### src/rtl/core/hsfd_pkg.sv
package hsfd_pkg;

    // CRC-8 over each two-byte word: poly x^8+x^5+x^4+1, MSB first, no reflection
    localparam logic [7:0] CRC_INIT   = 8'hFF;
    localparam logic [7:0] CRC_POLY   = 8'h31;
    localparam logic [7:0] CRC_TOPBIT = 8'h80;

    // byte positions within a frame
    typedef logic [2:0] pos_t;
    localparam pos_t POS_TEMP_HI = 3'd0;
    localparam pos_t POS_TEMP_LO = 3'd1;
    localparam pos_t POS_TEMP_CK = 3'd2;
    localparam pos_t POS_HUM_HI  = 3'd3;
    localparam pos_t POS_HUM_LO  = 3'd4;
    localparam pos_t POS_HUM_CK  = 3'd5;

    // scale factors; products stay below 2^31
    localparam int PROD_W  = 31;
    localparam int QUOT_W  = 15;
    typedef logic [PROD_W-1:0] prod_t;
    typedef logic [QUOT_W-1:0] quot_t;
    localparam prod_t TEMP_SCALE   = 31'd17500;
    localparam prod_t HUM_SCALE    = 31'd10000;
    localparam quot_t TEMP_OFFSET  = 15'd4500;
    localparam logic [16:0] DIVISOR = 17'd65535;

    function automatic logic [7:0] crc8_byte(input logic [7:0] crc, input logic [7:0] data);
        logic [7:0] c;
        c = crc ^ data;
        for (int i = 0; i < 8; i++) begin
            if ((c & CRC_TOPBIT) != 8'h00)
                c = (c << 1) ^ CRC_POLY;
            else
                c = c << 1;
        end
        return c;
    endfunction

endpackage

### src/rtl/core/hsfd_scale.sv
// floor(prod / 65535) for products whose quotient fits in 15 bits.
// q0 = prod >> 16 never overshoots; remainder prod - q0*65535 = lo + q0 stays
// below twice the divisor, so a single compare fixes it up.
module hsfd_scale
(
    input  hsfd_pkg::prod_t prod,
    output hsfd_pkg::quot_t quot
);

    hsfd_pkg::quot_t q0;
    logic [16:0]     rem0;

    assign q0   = prod[30:16];
    assign rem0 = {1'b0, prod[15:0]} + {2'b00, q0};
    assign quot = (rem0 >= hsfd_pkg::DIVISOR) ? q0 + 15'd1 : q0;

endmodule

### src/rtl/core/humidity_sensor_frame_decoder_core.sv
// Temperature/humidity frame decoder. Bytes of a six-byte frame arrive one per
// transfer: temperature word (high byte first), its CRC-8, humidity word (high
// byte first), its CRC-8. The CRC uses polynomial 0x31 seeded with 0xFF over
// each word. frame_start on a byte makes it byte zero and drops any partial
// frame; without it the position simply counts 0..5 and wraps. On the sixth
// byte one result transfer follows carrying both check flags (the result is
// sent even when checks fail), the raw words, temperature in 0.01 C
// (floor(17500*raw/65535) - 4500) and humidity in 0.01 %RH
// (floor(10000*raw/65535)). Throughput is one byte per cycle while the input
// is not stalled; a frame's last byte goes into the stage-one register and
// then into the output register that drives result_valid. Stage one takes
// the check flags and held words and registers the scale products; stage two
// divides by 65535 with a shift-add estimate and one correction into the
// output register. The input stalls only when both stages hold results that
// the output side has not taken.
module humidity_sensor_frame_decoder_core
(
    input  logic               clk,
    input  logic               rst_n,

    input  logic               frame_valid,
    output logic               frame_ready,
    input  logic [7:0]         frame_byte,
    input  logic               frame_start,

    output logic               result_valid,
    input  logic               result_ready,
    output logic               frame_ok,
    output logic               temp_check_ok,
    output logic               hum_check_ok,
    output logic [15:0]        raw_temp_word,
    output logic [15:0]        raw_hum_word,
    output logic signed [14:0] temp_centidegrees,
    output logic [13:0]        hum_centipercent
);

    // ---- byte tracking state ----
    hsfd_pkg::pos_t pos_reg, pos_next, pos_cur;
    logic [7:0]     crc_reg, crc_next;
    logic [15:0]    temp_hold_reg, temp_hold_next;
    logic [15:0]    hum_hold_reg, hum_hold_next;
    logic           temp_ok_reg, temp_ok_next;
    logic           hum_ok_cur;

    // ---- stage one: products waiting for the divide ----
    logic           s1_valid_reg;
    logic           s1_temp_ok_reg, s1_hum_ok_reg;
    logic [15:0]    s1_temp_word_reg, s1_hum_word_reg;
    hsfd_pkg::prod_t s1_temp_prod_reg, s1_hum_prod_reg;

    // ---- output register ----
    logic           out_valid_reg;
    logic           out_temp_ok_reg, out_hum_ok_reg;
    logic [15:0]    out_temp_word_reg, out_hum_word_reg;
    logic [14:0]    out_temp_reg;
    logic [13:0]    out_hum_reg;

    logic           accept;
    logic           out_adv;
    logic           last_byte;
    hsfd_pkg::quot_t temp_quot, hum_quot;

    assign out_adv     = !out_valid_reg || result_ready;
    assign frame_ready = !s1_valid_reg || out_adv;
    assign accept      = frame_valid && frame_ready;

    // position of this byte: start flag forces zero, unreachable codes fold to zero
    always_comb
    begin
        pos_cur = frame_start ? hsfd_pkg::POS_TEMP_HI : pos_reg;
        if (pos_cur > hsfd_pkg::POS_HUM_CK)
            pos_cur = hsfd_pkg::POS_TEMP_HI;
    end

    assign last_byte  = (pos_cur == hsfd_pkg::POS_HUM_CK);
    assign hum_ok_cur = (crc_reg == frame_byte);

    always_comb
    begin
        crc_next       = crc_reg;
        temp_hold_next = temp_hold_reg;
        hum_hold_next  = hum_hold_reg;
        temp_ok_next   = temp_ok_reg;
        pos_next       = pos_cur + 3'd1;
        case (pos_cur)
            hsfd_pkg::POS_TEMP_HI:
            begin
                crc_next       = hsfd_pkg::crc8_byte(hsfd_pkg::CRC_INIT, frame_byte);
                temp_hold_next = {frame_byte, 8'h00};
            end
            hsfd_pkg::POS_TEMP_LO:
            begin
                crc_next       = hsfd_pkg::crc8_byte(crc_reg, frame_byte);
                temp_hold_next = {temp_hold_reg[15:8], frame_byte};
            end
            hsfd_pkg::POS_TEMP_CK:
            begin
                temp_ok_next = (crc_reg == frame_byte);
                crc_next     = hsfd_pkg::CRC_INIT;
            end
            hsfd_pkg::POS_HUM_HI:
            begin
                crc_next      = hsfd_pkg::crc8_byte(hsfd_pkg::CRC_INIT, frame_byte);
                hum_hold_next = {frame_byte, 8'h00};
            end
            hsfd_pkg::POS_HUM_LO:
            begin
                crc_next      = hsfd_pkg::crc8_byte(crc_reg, frame_byte);
                hum_hold_next = {hum_hold_reg[15:8], frame_byte};
            end
            hsfd_pkg::POS_HUM_CK:
            begin
                crc_next = hsfd_pkg::CRC_INIT;
                pos_next = hsfd_pkg::POS_TEMP_HI;
            end
            default:
            begin
                crc_next = crc_reg;
            end
        endcase
    end

    // control state
    always_ff @(posedge clk or negedge rst_n)
    begin
        if (!rst_n)
        begin
            pos_reg       <= hsfd_pkg::POS_TEMP_HI;
            crc_reg       <= hsfd_pkg::CRC_INIT;
            s1_valid_reg  <= 1'b0;
            out_valid_reg <= 1'b0;
        end
        else
        begin
            if (accept)
            begin
                pos_reg <= pos_next;
                crc_reg <= crc_next;
            end
            if (frame_ready)
                s1_valid_reg <= accept && last_byte;
            if (out_adv)
                out_valid_reg <= s1_valid_reg;
        end
    end

    // word holds and pipeline payload
    always_ff @(posedge clk)
    begin
        if (accept)
        begin
            temp_hold_reg <= temp_hold_next;
            hum_hold_reg  <= hum_hold_next;
            temp_ok_reg   <= temp_ok_next;
        end
        if (accept && last_byte)
        begin
            s1_temp_ok_reg   <= temp_ok_reg;
            s1_hum_ok_reg    <= hum_ok_cur;
            s1_temp_word_reg <= temp_hold_reg;
            s1_hum_word_reg  <= hum_hold_reg;
            s1_temp_prod_reg <= {15'd0, temp_hold_reg} * hsfd_pkg::TEMP_SCALE;
            s1_hum_prod_reg  <= {15'd0, hum_hold_reg} * hsfd_pkg::HUM_SCALE;
        end
        if (out_adv && s1_valid_reg)
        begin
            out_temp_ok_reg   <= s1_temp_ok_reg;
            out_hum_ok_reg    <= s1_hum_ok_reg;
            out_temp_word_reg <= s1_temp_word_reg;
            out_hum_word_reg  <= s1_hum_word_reg;
            out_temp_reg      <= temp_quot - hsfd_pkg::TEMP_OFFSET;
            out_hum_reg       <= hum_quot[13:0];
        end
    end

    // divide by 65535
    hsfd_scale u_temp_scale
    (
        .prod (s1_temp_prod_reg),
        .quot (temp_quot)
    );

    hsfd_scale u_hum_scale
    (
        .prod (s1_hum_prod_reg),
        .quot (hum_quot)
    );

    assign result_valid      = out_valid_reg;
    assign frame_ok          = out_temp_ok_reg && out_hum_ok_reg;
    assign temp_check_ok     = out_temp_ok_reg;
    assign hum_check_ok      = out_hum_ok_reg;
    assign raw_temp_word     = out_temp_word_reg;
    assign raw_hum_word      = out_hum_word_reg;
    assign temp_centidegrees = $signed(out_temp_reg);
    assign hum_centipercent  = out_hum_reg;

endmodule

### config.mk
export PLATFORM = sky130hd
export DESIGN_NAME = humidity_sensor_frame_decoder_core
export DESIGN_NICKNAME = d
export VERILOG_FILES = /design/src/rtl/core/hsfd_pkg.sv /design/src/rtl/core/hsfd_scale.sv /design/src/rtl/core/humidity_sensor_frame_decoder_core.sv
export SDC_FILE = /design/constraint.sdc
export NUM_CORES = 1
export LEC_CHECK = 0
export ABC_CLOCK_PERIOD_IN_PS = 9400
export BUFFER_PORTS_ARGS = -buffer_cell sky130_fd_sc_hd__buf_4
export CAP_MARGIN = 10
export CORE_ASPECT_RATIO = 1.2
export CORE_MARGIN = 2
export CORE_UTILIZATION = 58
export CTS_CLUSTER_DIAMETER = 80
export DETAILED_ROUTE_END_ITERATION = 10
export PLACE_DENSITY = 0.75
export RECOVER_POWER = 50
export SYNTH_ARGS = -nofsm -noshare
export SYNTH_HDL_FRONTEND = slang
export SYNTH_SLANG_ARGS = --single-unit
### constraint.sdc
create_clock -name clk -period 9.4 [get_ports clk]
set_clock_uncertainty 0.05 [all_clocks]
set_input_delay 0.94 -clock clk [delete_from_list [all_inputs] [get_ports clk]]
set_output_delay 0.94 -clock clk [all_outputs]
set_load 0.03 [all_outputs]
==> flow_summary_export.csv <==
group,metric,value,unit
status,violations,"max-capacitance violations, max-slew violations",
sta,fin_crit_sh,0.652,
layout,drive_above_1_share,0.0594,
setup_path,r2r-start,"temp_hold_reg[4]",
floorplanning,core-area,0.0248,mm^2
sta,rsz0062_at_grt,"no",
grt,grt_use_met2,0.384,
synth,synth_top_flop_cell,"edfxtp_1",
synth,netlist_instances,1322,
min_path,holdCritStartpoint,"s1_hum_word_reg[13]",
cts,clk_latency,460,ps
drt,drc,0,
sta,finalHoldViolCount,0,
synth,ys_top_cells_by_area,"edfxtp_1, ha_1, fa_1",
grt,top_usage_layer,"met2",
sta,maxSlewViolCount,99,
drt,avgRoutedWirePerCell,16.3,um
cts,root_buffer,"clkbuf_16",
synth,synth_warnings,0,
floorplanning,start_util,0.594,
placed_design,dp_cells,1708,
synth,ys_types,86,
drt,via_per_inst,5.50,
grt,grt_pass1_vias,9494,
grt,grt_pass1_wl,46500,um
cts,cts.clk_slew.worst_paths,100,ps
pwr,vdd_drop_max,0.247,mV
cts,postCtsSetupBuffers,0,
synth,yosysTopAreaCell,"edfxtp_1",
synth,synth_edf_count,180,
sta,setup_viol,0,
grt,grt_overflow,0,
status,status,"finished with violations",
grt,grt_antenna_before_repair,0,
synth,async_flop_share,0.0674,
drt,drt-total-wl,28400,um
floorplanning,dieArea,0.0267,mm^2
min_path,min_path_type,"register to register",
synth,synthXorXnorAreaFrac,0.0671,
synth,syn_nets,1611,
placed_design,gp_congestion,0.903,
sta,slew_headroom,-0.862,
setup_path,critPathRequiredTime,9530,ps
drt,drt.antenna.violating_nets,0,
synth,synth_top_family_by_area,"adder cells",
synth,synthAdderAreaFrac,0.276,
setup_path,crit_type,"register to register",
synth,synth_area_per_cell,11.2,um^2
drt,first_pass_iters,7,
setup_path,crit_path_max_fanout,6,
setup_path,r2r-end,"s1_temp_prod_reg[30]",
drt,num_vias,9573,
synth,syn-cell-area,0.0148,mm^2
synth,synth-simple-area-share,0.0938,
placed_design,port_buffers,78,
cts,cts.sinks,193,
min_path,hold_depth,0,
floorplanning,die_w,150,um
setup_path,worst-r2r-cell-count,22,
drt,dr.first_iter.drc_count,521,
layout,fin_nets,1691,
sta,finalCriticalPeriod,6130,ps
layout,largest_reg_flops,28,
synth,synth-seq-cells,193,
grt,grt_max_degree,60,
sta,tightest_slew,2790,ps
setup_path,cp-start-kind,"register",
setup_path,rrSetupSlack,3270,ps
pwr,power.leakage,7.11,nW
setup_path,crit_arrival,6260,ps
flow_run,maxCapViolations,3,
grt,grt_usage,0.223,
grt,gr-usage-met1,0.289,
grt,grt_use_met3,0.0298,
cts,cts_buffers,17,
layout,layoutNonFillerInstCount,1740,
synth,synth_top_cell_area_share,0.366,
floorplanning,rows,63,
setup_path,worst_setup_path_end_kind,"register",
floorplanning,num_io_pins,79,
sta,fin_tns_setup,0,ps
synth,synth_compound_area_frac,0.0990,
pwr,power_density,294,mW/mm^2
placed_design,place_hpwl,22100,um
layout,syn_to_final_growth,8.80,%
cts,postCtsHoldBufs,0,
cts,max-clock-path-buffers,2,
sta,fmax,163,MHz
floorplanning,die_y,179,um
layout,num_antenna_cells,0,
synth,synthMuxAreaShare,0.00433,
cts,cts_tree,"done",
cts,cts_htree_levels,4,
min_path,min_to,"raw_hum_word[13]",
cts,cts.repair.resized,0,
synth,yosysSeqAreaShare,0.389,
-- Yosys cell counts, types with 5 or more instances --
library cell    n
and2_1         21
nor3_1         25
o211ai_1        5
o21ai_0        25
nand2b_1       11
ha_1          194
a211oi_1        5
clkbuf_1       17
a221oi_1        9
or2_2           6
inv_1         252
fa_1           82
nand3_1        16
a21oi_1        54
dfrtp_1         5
nand4_1        14
o21ai_1         5
o31ai_1         6
a21o_1         23
edfxtp_1      180
dfstp_2         8
o21a_1         19
a211o_1         5
o21bai_1        7
nand2_1        41
nor2_1         60
xor2_1         36
and3_1          8
xnor2_1        77
nor4_1          5
nor2b_1        25
-- cell usage in the layout, fill, tap and decap left out, drive strengths merged, types with 5 or more instances in the layout --
cell | netlist | final
buf | 1 | 11
a21oi | 56 | 56
and3 | 9 | 9
nand2 | 41 | 41
o21ai | 31 | 31
or2 | 7 | 7
xor2 | 36 | 36
o211ai | 5 | 5
a211o | 6 | 6
nor2b | 26 | 26
xnor2 | 77 | 77
a211oi | 6 | 6
dfstp | 8 | 8
fa | 82 | 82
nor3 | 25 | 25
nand4 | 15 | 15
clkbuf | 18 | 87
and2 | 23 | 23
inv | 252 | 265
nor4 | 5 | 5
nand2b | 11 | 11
o31ai | 8 | 8
nand3 | 16 | 16
o21a | 19 | 19
ha | 194 | 194
a21o | 24 | 24
nor2 | 60 | 60
o21bai | 7 | 7
edfxtp | 180 | 180
a221oi | 9 | 9
dfrtp | 5 | 5
-- worst max-delay path: stages (launching register included) --
cell and delay (ps):
edfxtp_1 510, ha_1 330, inv_1 50, fa_1 500, inv_1 50, ha_1 280, ha_1 270, inv_1 50
fa_1 520, inv_1 70, fa_1 450, a21o_1 190, a21oi_1 210, o21bai_1 100, a21oi_1 220, o21bai_1 120
a211o_1 320, a2111oi_0 530, or3_1 230, o21a_1 120, o32ai_1 110, o41ai_1 410, o21ai_0 160
-- per-layer routing --
metal,vias to the layer above,wire (um)
li1,4697,-
met2,198,13900
met1,4632,12600
met5,-,0
met3,46,1070
met4,0,790
-- per-stage QoR --
| stage | cell area, um^2 | total power [mW] | hold WS [ps] | utilization | setup WS [ps] |
|---|---|---|---|---|---|
| floorplan | 14800 | 3.40 | 350 | - | 1320 |
| global placement | 15700 | 3.84 | 351 | 0.631 | 3490 |
| detailed placement | 15700 | 3.90 | 355 | 0.631 | 3330 |
| CTS | 16300 | 4.74 | 255 | 0.657 | 3250 |
| global route | 16100 | 5.16 | 381 | 0.646 | 2740 |
| finish | 16100 | 4.71 | 368 | 0.646 | 3270 |
-- kinds of logic after synthesis --
logic type | count (synthesis)
XOR/XNOR | 113
AND/OR/NAND/NOR | 260
adder cells (fa/ha/maj) | 276
AO/OA/AOI/OAI | 202
buffers and inverters | 272
flip-flops | 193
multiplexers | 6
-- layout make-up --
type	instances	area [um^2]
repair buffers	81	349
inverters	252	946
multi-input cells	857	7970
well taps	325	407
clock buffers	17	425
clock inverters	15	218
flip-flops and latches	193	5740
fillers	2001	8780
-- worst max path at each step --
stage	cells after the start	startpoint	slack [ps]	endpoint
after global placement	22	temp_hold_reg[3]	3490	s1_temp_prod_reg[30]
after floorplan	4	result_ready	1320	s1_hum_ok_reg
final	22	temp_hold_reg[4]	3270	s1_temp_prod_reg[30]
after detailed placement	22	temp_hold_reg[4]	3330	s1_temp_prod_reg[30]
after CTS	22	temp_hold_reg[4]	3250	s1_temp_prod_reg[30]
after global routing	22	temp_hold_reg[4]	2740	s1_temp_prod_reg[30]
-- power by group --
group          switching (mW)  leakage [nW]  total [mW]  internal [mW]
clock network           0.401         0.311       0.781          0.380
logic                    1.49          5.01        2.69           1.20
registers              0.0657          1.79        1.24           1.17
total                    1.96          7.11        4.71           2.76
No activity file was read; power rests on OpenSTA's default activity.
